## config.mk

```make
export PLATFORM = sky130hd
export DESIGN_NAME = sprite_slot_residency_manager
export DESIGN_NICKNAME = d
export VERILOG_FILES = /design/src/sv/ssrm_pkg.sv /design/src/sv/sprite_slot_residency_manager.sv
export SDC_FILE = /design/constraint.sdc
export NUM_CORES = 2
export LEC_CHECK = 0
export BUFFER_PORTS_ARGS = -buffer_cell sky130_fd_sc_hd__buf_2
export CORE_MARGIN = 3
export CORE_UTILIZATION = 50
export DETAILED_ROUTE_END_ITERATION = 6
export GPL_ROUTABILITY_DRIVEN = 0
export PLACE_DENSITY = 0.67
export SLEW_MARGIN = 20
export SYNTH_ARGS = -nofsm -noshare
export SYNTH_HDL_FRONTEND = slang
export SYNTH_SLANG_ARGS = --single-unit
```

## constraint.sdc

```tcl
create_clock -name aclk -period 4.02 [get_ports aclk]
set_input_delay 1.005 -clock aclk [delete_from_list [all_inputs] [get_ports aclk]]
set_output_delay 1.005 -clock aclk [all_outputs]
set_load 0.005 [all_outputs]
```

## src/sv/ssrm_pkg.sv

```systemverilog
// Shared types and constants for the sprite slot residency manager.
`default_nettype none

package ssrm_pkg;

    // Default configuration
    localparam int NUM_SLOTS_DEF   = 16;
    localparam int NUM_SPRITES_DEF = 64;

    // Fixed field widths of the channel words
    localparam int SPR_FW   = 6;
    localparam int SLOT_FW  = 4;
    localparam int FRAME_W  = 32;

    typedef enum logic {
        CMD_MARK = 1'b0,
        CMD_LOAD = 1'b1
    } cmd_t;

    typedef struct packed {
        cmd_t               cmd;
        logic [SPR_FW-1:0]  sprite_id;
        logic [FRAME_W-1:0] frame;
    } in_word_t;

    typedef struct packed {
        logic [SPR_FW-1:0]  loaded_sprite;
        logic [SLOT_FW-1:0] slot;
        logic               evicted_valid;
        logic [SPR_FW-1:0]  evicted_sprite;
        logic               no_slot;
        logic               last;
    } out_word_t;

endpackage

`default_nettype wire

```

## src/sv/sprite_slot_residency_manager.sv

```systemverilog
// Sprite slot residency manager: mark/load sequencer around state memories.
//
// Input channel (s_valid/s_ready/s_data) takes one command word at a time.
// A mark word stamps a sprite with the frame number and queues it once if
// it is not resident; it gives no result. A load word drains the queue and
// gives one result word per queued sprite handled on the m_ valid/ready
// channel, the final one with last set. For each queue entry a load fetches
// the entry and then assigns a fresh slot, or runs the eviction search: a
// search step and an owner read per slot scanned, and a stamp read for an
// occupied one; an occupied slot that is picked is evicted before the
// assign, and a failed search reports instead. Entries beyond the slot
// count give no result. The sequencer is bound by the single read port of
// each state memory; it takes a new command word only when the previous
// one is finished.
// The result register parts the two sides: a waiting result does not block
// a new command, but a load stalls at its next result until the receiver
// takes the previous one.
// Reset clears the per-entry valid bits at once; no clearing pass is run,
// and the block accepts a word in the first cycle after reset.
`default_nettype none

module sprite_slot_residency_manager #(
    parameter int NUM_SLOTS   = ssrm_pkg::NUM_SLOTS_DEF,
    parameter int NUM_SPRITES = ssrm_pkg::NUM_SPRITES_DEF
) (
    input  wire logic                aclk,
    input  wire logic                aresetn,
    input  wire logic                s_valid,
    output logic                     s_ready,
    input  wire ssrm_pkg::in_word_t  s_data,
    output logic                     m_valid,
    input  wire logic                m_ready,
    output ssrm_pkg::out_word_t      m_data
);

    import ssrm_pkg::*;

    localparam int SPR_W  = $clog2(NUM_SPRITES);
    localparam int CNT_W  = $clog2(NUM_SPRITES + 1);
    localparam int SLOT_W = (NUM_SLOTS > 1) ? $clog2(NUM_SLOTS) : 1;
    localparam int SCNT_W = $clog2(NUM_SLOTS + 1);
    localparam int RES_W  = $clog2(NUM_SLOTS + 2);

    localparam logic [RES_W-1:0] CODE_QUEUED = RES_W'(NUM_SLOTS);
    localparam logic [RES_W-1:0] CODE_ABSENT = RES_W'(NUM_SLOTS + 1);

    typedef enum logic [3:0] {
        S_IDLE,
        S_MARK,
        S_QRD,
        S_QDATA,
        S_SRCH,
        S_SOWN,
        S_SLSF,
        S_EVICT,
        S_ASSIGN
    } state_t;

    // State memories
    logic [RES_W-1:0]   res_mem [NUM_SPRITES];
    logic [FRAME_W-1:0] lsf_mem [NUM_SPRITES];
    logic [SPR_W-1:0]   own_mem [NUM_SLOTS];
    logic [SPR_W-1:0]   pq_mem  [NUM_SPRITES];

    // Per-entry valid bits
    logic [NUM_SPRITES-1:0] res_vld_reg;
    logic [NUM_SPRITES-1:0] lsf_vld_reg;
    logic [NUM_SLOTS-1:0]   own_vld_reg;

    // Memory ports
    logic               res_we, lsf_we, own_we, pq_we;
    logic [SPR_W-1:0]   res_waddr, lsf_waddr, pq_waddr;
    logic [SLOT_W-1:0]  own_waddr;
    logic [RES_W-1:0]   res_wdata;
    logic [FRAME_W-1:0] lsf_wdata;
    logic [SPR_W-1:0]   own_wdata, pq_wdata;
    logic [SPR_W-1:0]   res_raddr, lsf_raddr, pq_raddr;
    logic [SLOT_W-1:0]  own_raddr;
    logic [RES_W-1:0]   res_rdata_reg;
    logic [FRAME_W-1:0] lsf_rdata_reg;
    logic [SPR_W-1:0]   own_rdata_reg, pq_rdata_reg;
    logic               res_rvld_reg, lsf_rvld_reg, own_rvld_reg;

    // Control and working registers
    state_t             state_reg, state_next;
    logic [CNT_W-1:0]   count_reg, count_next;
    logic [CNT_W-1:0]   q_reg, q_next;
    logic [SCNT_W-1:0]  fresh_reg, fresh_next;
    logic [SCNT_W-1:0]  search_reg, search_next;
    logic               mark_ok_reg, mark_ok_next;
    logic [SPR_W-1:0]   sid_reg, sid_next;
    logic [FRAME_W-1:0] frame_reg, frame_next;
    logic [SPR_W-1:0]   spr_reg, spr_next;
    logic [SLOT_W-1:0]  slot_reg, slot_next;
    logic [SPR_W-1:0]   owner_reg, owner_next;
    logic               owner_vld_reg, owner_vld_next;
    logic               m_valid_reg, m_valid_next;
    out_word_t          m_word_reg, m_word_next;

    logic               out_free;
    logic               advance;
    logic               q_last_entry;
    logic               q_last_result;
    logic [FRAME_W-1:0] owner_stamp;

    assign s_ready = (state_reg == S_IDLE);
    assign m_valid = m_valid_reg;
    assign m_data  = m_word_reg;

    assign out_free      = !m_valid_reg || m_ready;
    assign q_last_entry  = ((q_reg + CNT_W'(1)) == count_reg);
    assign q_last_result = q_last_entry || ((32'(q_reg) + 32'd1) == NUM_SLOTS);
    assign owner_stamp   = lsf_rvld_reg ? lsf_rdata_reg : '0;

    // Read addresses follow the input word and the working registers
    assign res_raddr = SPR_W'(s_data.sprite_id);
    assign pq_raddr  = q_reg[SPR_W-1:0];
    assign own_raddr = search_reg[SLOT_W-1:0];
    assign lsf_raddr = own_rdata_reg;

    // Sequence commands and queue entries
    always_comb begin
        state_next     = state_reg;
        count_next     = count_reg;
        q_next         = q_reg;
        fresh_next     = fresh_reg;
        search_next    = search_reg;
        mark_ok_next   = mark_ok_reg;
        sid_next       = sid_reg;
        frame_next     = frame_reg;
        spr_next       = spr_reg;
        slot_next      = slot_reg;
        owner_next     = owner_reg;
        owner_vld_next = owner_vld_reg;
        m_valid_next   = m_valid_reg && !m_ready;
        m_word_next    = m_word_reg;
        advance        = 1'b0;

        res_we    = 1'b0;
        res_waddr = spr_reg;
        res_wdata = CODE_ABSENT;
        lsf_we    = 1'b0;
        lsf_waddr = spr_reg;
        lsf_wdata = frame_reg;
        own_we    = 1'b0;
        own_waddr = slot_reg;
        own_wdata = spr_reg;
        pq_we     = 1'b0;
        pq_waddr  = count_reg[SPR_W-1:0];
        pq_wdata  = sid_reg;

        case (state_reg)
            S_IDLE: begin
                if (s_valid) begin
                    sid_next   = SPR_W'(s_data.sprite_id);
                    frame_next = s_data.frame;
                    if (s_data.cmd == CMD_MARK) begin
                        mark_ok_next = (32'(s_data.sprite_id) < NUM_SPRITES);
                        state_next   = S_MARK;
                    end else begin
                        q_next      = '0;
                        search_next = '0;
                        if (count_reg != '0) begin
                            state_next = S_QRD;
                        end
                    end
                end
            end
            S_MARK: begin
                // Stamp the sprite and queue it once if not resident
                if (mark_ok_reg) begin
                    lsf_we    = 1'b1;
                    lsf_waddr = sid_reg;
                    if ((!res_rvld_reg || res_rdata_reg == CODE_ABSENT) &&
                        (32'(count_reg) < NUM_SPRITES)) begin
                        res_we     = 1'b1;
                        res_waddr  = sid_reg;
                        res_wdata  = CODE_QUEUED;
                        pq_we      = 1'b1;
                        count_next = count_reg + CNT_W'(1);
                    end
                end
                state_next = S_IDLE;
            end
            S_QRD: begin
                state_next = S_QDATA;
            end
            S_QDATA: begin
                spr_next = pq_rdata_reg;
                if (32'(q_reg) >= NUM_SLOTS) begin
                    // Drop entries beyond the slot count
                    res_we    = 1'b1;
                    res_waddr = pq_rdata_reg;
                    res_wdata = CODE_ABSENT;
                    advance   = 1'b1;
                end else if (32'(fresh_reg) < NUM_SLOTS) begin
                    // A never-used slot has no owner
                    slot_next      = fresh_reg[SLOT_W-1:0];
                    fresh_next     = fresh_reg + SCNT_W'(1);
                    owner_vld_next = 1'b0;
                    state_next     = S_ASSIGN;
                end else begin
                    state_next = S_SRCH;
                end
            end
            S_SRCH: begin
                if (32'(search_reg) >= NUM_SLOTS) begin
                    // Search exhausted: report and leave the sprite unloaded
                    if (out_free) begin
                        res_we       = 1'b1;
                        res_wdata    = CODE_ABSENT;
                        m_valid_next = 1'b1;
                        m_word_next.loaded_sprite  = SPR_FW'(spr_reg);
                        m_word_next.slot           = '0;
                        m_word_next.evicted_valid  = 1'b0;
                        m_word_next.evicted_sprite = '0;
                        m_word_next.no_slot        = 1'b1;
                        m_word_next.last           = q_last_result;
                        advance      = 1'b1;
                    end
                end else begin
                    state_next = S_SOWN;
                end
            end
            S_SOWN: begin
                owner_next     = own_rdata_reg;
                owner_vld_next = own_rvld_reg;
                if (!own_rvld_reg) begin
                    slot_next   = search_reg[SLOT_W-1:0];
                    search_next = search_reg + SCNT_W'(1);
                    state_next  = S_ASSIGN;
                end else begin
                    state_next = S_SLSF;
                end
            end
            S_SLSF: begin
                // Skip slots whose owner was stamped this frame
                search_next = search_reg + SCNT_W'(1);
                if (owner_stamp == frame_reg) begin
                    state_next = S_SRCH;
                end else begin
                    slot_next  = search_reg[SLOT_W-1:0];
                    state_next = S_EVICT;
                end
            end
            S_EVICT: begin
                res_we     = 1'b1;
                res_waddr  = owner_reg;
                res_wdata  = CODE_ABSENT;
                state_next = S_ASSIGN;
            end
            S_ASSIGN: begin
                if (out_free) begin
                    res_we       = 1'b1;
                    res_wdata    = RES_W'(slot_reg);
                    lsf_we       = 1'b1;
                    own_we       = 1'b1;
                    m_valid_next = 1'b1;
                    m_word_next.loaded_sprite  = SPR_FW'(spr_reg);
                    m_word_next.slot           = SLOT_FW'(slot_reg);
                    m_word_next.evicted_valid  = owner_vld_reg;
                    m_word_next.evicted_sprite = owner_vld_reg ? SPR_FW'(owner_reg) : '0;
                    m_word_next.no_slot        = 1'b0;
                    m_word_next.last           = q_last_result;
                    advance      = 1'b1;
                end
            end
            default: begin
                state_next = S_IDLE;
            end
        endcase

        // Move to the next queue entry or finish the load
        if (advance) begin
            if (q_last_entry) begin
                count_next = '0;
                state_next = S_IDLE;
            end else begin
                q_next     = q_reg + CNT_W'(1);
                state_next = S_QRD;
            end
        end
    end

    // Hold state and the result register
    always_ff @(posedge aclk) begin
        if (!aresetn) begin
            state_reg   <= S_IDLE;
            count_reg   <= '0;
            fresh_reg   <= '0;
            m_valid_reg <= 1'b0;
        end else begin
            state_reg   <= state_next;
            count_reg   <= count_next;
            fresh_reg   <= fresh_next;
            m_valid_reg <= m_valid_next;
        end
        q_reg         <= q_next;
        search_reg    <= search_next;
        mark_ok_reg   <= mark_ok_next;
        sid_reg       <= sid_next;
        frame_reg     <= frame_next;
        spr_reg       <= spr_next;
        slot_reg      <= slot_next;
        owner_reg     <= owner_next;
        owner_vld_reg <= owner_vld_next;
        m_word_reg    <= m_word_next;
    end

    // Track written entries; an unwritten entry reads as its reset value
    always_ff @(posedge aclk) begin
        if (!aresetn) begin
            res_vld_reg <= '0;
            lsf_vld_reg <= '0;
            own_vld_reg <= '0;
        end else begin
            if (res_we) begin
                res_vld_reg[res_waddr] <= 1'b1;
            end
            if (lsf_we) begin
                lsf_vld_reg[lsf_waddr] <= 1'b1;
            end
            if (own_we) begin
                own_vld_reg[own_waddr] <= 1'b1;
            end
        end
    end

    // Residency memory
    always_ff @(posedge aclk) begin
        if (res_we) begin
            res_mem[res_waddr] <= res_wdata;
        end
        res_rdata_reg <= res_mem[res_raddr];
        res_rvld_reg  <= res_vld_reg[res_raddr];
    end

    // Frame stamp memory
    always_ff @(posedge aclk) begin
        if (lsf_we) begin
            lsf_mem[lsf_waddr] <= lsf_wdata;
        end
        lsf_rdata_reg <= lsf_mem[lsf_raddr];
        lsf_rvld_reg  <= lsf_vld_reg[lsf_raddr];
    end

    // Slot owner memory
    always_ff @(posedge aclk) begin
        if (own_we) begin
            own_mem[own_waddr] <= own_wdata;
        end
        own_rdata_reg <= own_mem[own_raddr];
        own_rvld_reg  <= own_vld_reg[own_raddr];
    end

    // Pending queue memory
    always_ff @(posedge aclk) begin
        if (pq_we) begin
            pq_mem[pq_waddr] <= pq_wdata;
        end
        pq_rdata_reg <= pq_mem[pq_raddr];
    end

endmodule

`default_nettype wire

```

==> results_dict.tcl <==
set metrics [dict create \
    status "complete, no violations" \
    grt_pass1_wl_um 414000 \
    fill_cells 16800 \
    critPathCaptureType "flop" \
    crit_buf_inv 1 \
    yosys-mux-area-fraction_pct 18.3 \
    relSlewSlack_pct 30.0 \
    rsz0062_at_grt "false" \
    syn_nets 5423 \
    antenna_left 0 \
    coreArea_um2 239000 \
    async_flop_share_pct 0 \
    portBuffers 63 \
    synth_seq_area_share_pct 76.5 \
    vias_per_cell 6.24 \
    path_cells "nand3b_1 -> a211oi_2 -> buf_4 -> a22o_1 -> a211o_1 -> nand3b_1 -> nand2b_1 -> nor2_1" \
    worst_path_most_repeated_cell "nand3b_1" \
    synth_seq_cells 3147 \
    hold_start "s_data[10]" \
    finish.instance_area_um2 138000 \
    clk_pin_slew_ps 60 \
    layout_setup_ws_ps 319 \
    area_delta_synth_final_pct 14.1 \
    cts_num_sinks 3147 \
    post_drt_wl_per_cell_um 30.6 \
    io_pins 64 \
    largest_register "lsf_mem" \
    period_needed_ps 3700 \
    grt_use_total_pct 22.8 \
    htree_levels 5 \
    final_nets 5816 \
    max_cap_viol_count 0 \
    rows 179 \
    setup_tns_ps 0 \
    first_global_vias 58700 \
    drive_above_1_share_pct 31.6 \
    syn_inst 5373 \
    reg_top3 "lsf_mem: 2048 flops, pq_mem: 384 flops, res_mem: 320 flops" \
    max_freq_mhz 270 \
    dieArea_um2 247000 \
    yosysTopAreaCellShare_pct 72.8 \
    die_y_um 497 \
    drv_slew 0 \
    post_cts_buffers 0 \
    cp_slowest_stage_delay_ps 780 \
    power_density_nw_per_um2 497 \
    crit_type "flop to flop" \
    drt_first_pass_iters 7 \
    setup_viol_count_final 0 \
    synth_top_family_by_area "multiplexers" \
    synth.area.top_cells "edfxtp_1 73%, mux4_2 18%, dfxtp_1 3.6%" \
    synth-simple-area-share_pct 2.23 \
    crit_slowest_cell "dfxtp_1" \
    syn_area_per_cell_um2 22.5 \
    clk_path_buf_depth 4 \
    cp-startpoint "state_reg[2]" \
    peakVddDrop_mv 0.397 \
    largest_reg_flops 2048 \
    dp_cells 8604 \
    clock_latency_ps 950 \
    start_util_pct 50.5 \
    layout.cells.non_filler 9183 \
    hold_path.class "primary input to flop" \
    drt_wl_total_um 281000 \
    antenna_found_initial 23 \
    dp_hpwl_um 169000 \
    synth_compound_area_share_pct 1.60 \
    overflow 0 \
    skew_ps 66.6 \
    crit_arrival_ps 4260 \
    synth.largest_area_cell "edfxtp_1" \
    path_max_fanout 20 \
    crit_family "simple AND/OR/NAND/NOR gates" \
    synth_xor_xnor_area_share_pct 0.284 \
    root_buffer "clkbuf_16" \
    cts-resized-gates 0 \
    start_kind "flop" \
    cts-hold-fix-buffers 0 \
    syn_area_um2 121000 \
    synth_cell_types 77 \
    worstPathRequired_ps 4580 \
    post-place-ws_ps 267 \
    post-route-period-util_pct 92.1 \
    drt_iter0_markers 7237 \
    synth-edff-count 2927 \
    cts_buffers 327 \
    cts_tree "done" \
    dpl_cell_area_um2 128000 \
    die_x_um 497 \
    drc_errors 0 \
    synth_fa_ha_area_share_pct 0.0726 \
    grt_max_degree 97 \
    ys_warn_count 0 \
    p_leak_nw 42.5 \
    route.vias.total 57300 \
    worst_pin_slew_ps 1040 \
    synth_top_flop_cell "edfxtp_1" \
    r2r_start "state_reg[2]" \
    hold_violations 0 \
]
==> placed cells by master, fill, tap and decap left out, drive strengths merged, types with 89 or more instances in the layout <==
| cell type | Yosys | layout |
|---|---|---|
| edfxtp | 2927 | 2927 |
| mux4 | 962 | 962 |
| clkbuf | 176 | 434 |
| buf | 117 | 357 |
| nor2 | 273 | 273 |
| dfxtp | 220 | 220 |
| nand2 | 125 | 125 |
| clkinv | 0 | 106 |
| o21ai | 100 | 100 |
| o21a | 89 | 89 |
==> routing by layer <==
metal / global-route usage [%] / share of wire, %
met1: 33.1 / 41
met3: 3.80 / 7.6
met5: 0 / 0.017
met2: 36.6 / 49
met4: 5.73 / 2.4
==> per-stage QoR <==
| step | hold slack [ps] | total power, mW | utilization [%] |
|---|---|---|---|
| 2_1_floorplan | 406 | 39.0 | - |
| 3_3_place_gp | 429 | 40.3 | 53.4 |
| 3_5_place_dp | 439 | 40.4 | 53.4 |
| 4_1_cts | 187 | 69.0 | 57.6 |
| 5_1_grt | 201 | 70.5 | 57.6 |
| 6_report | 249 | 68.5 | 57.6 |
==> worst register-to-register path, cell delays in order (launching register included) <==
cell and delay [ps]:
dfxtp_1 780, nand3b_1 180, a211oi_2 210, buf_4 170
a22o_1 330, a211o_1 290, nand3b_1 430, nand2b_1 490
nor2_1 450
==> cell families after synthesis <==
| logic type | count (synthesis) |
|---|---|
| xor gates and xnor gates | 36 |
| and+or+nand+nor | 581 |
| buffers and inverters | 316 |
| muxes | 1001 |
| DFF | 3147 |
| adders and majority gates | 7 |
| AOI/OAI and AO/OA | 285 |
==> power by group <==
group,internal [mW],switching (mW)
clock network,16.8,12.0
registers,36.0,0.266
logic,1.49,1.94
==> synth_stat cells (all sizes together), types with 5 or more instances <==
| library cell | number |
|---|---|
| o21a | 89 |
| xor2 | 10 |
| edfxtp | 2927 |
| nand2b | 25 |
| buf | 117 |
| nor2 | 273 |
| and2 | 9 |
| nor4 | 5 |
| nand2 | 125 |
| nand3 | 35 |
| clkbuf | 176 |
| o21ai | 100 |
| dfxtp | 220 |
| o31ai | 13 |
| nand3b | 7 |
| nor2b | 9 |
| or2 | 14 |
| and3 | 15 |
| a22oi | 5 |
| mux2 | 17 |
| a21oi | 17 |
| mux4 | 962 |
| inv | 23 |
| or3 | 5 |
| a31o | 6 |
| xnor2 | 24 |
| nand4 | 7 |
| ha | 7 |
| nor4bb | 5 |
| mux2i | 22 |
| nor3 | 32 |
| a22o | 10 |
==> area by class of cell <==
class / instances / area [µm²] / share of cell area [%]
diodes: 4 / 10.0 / 0.00727
clock buffers: 434 / 8860 / 6.44
clock inverters: 141 / 1270 / 0.925
inverters: 23 / 86.3 / 0.0627
multi-input cells: 1910 / 27700 / 20.1
flip-flops and latches: 3147 / 92300 / 67.0
well taps: 3167 / 3960 / 2.88
repair buffers: 357 / 3520 / 2.56
==> worst paths after layout <==
| check | endpoint | slack (ps) | cells after the start |
|---|---|---|---|
| setup reg to reg | res_mem[31][3] | 320 | 8 |
| setup / recovery | res_mem[31][3] | 320 | 8 |
| hold / removal | frame_reg[10] | 250 | 1 |
| hold reg to reg | res_vld_reg[61] | 450 | 2 |
No activity file was read; power rests on OpenSTA's default activity.
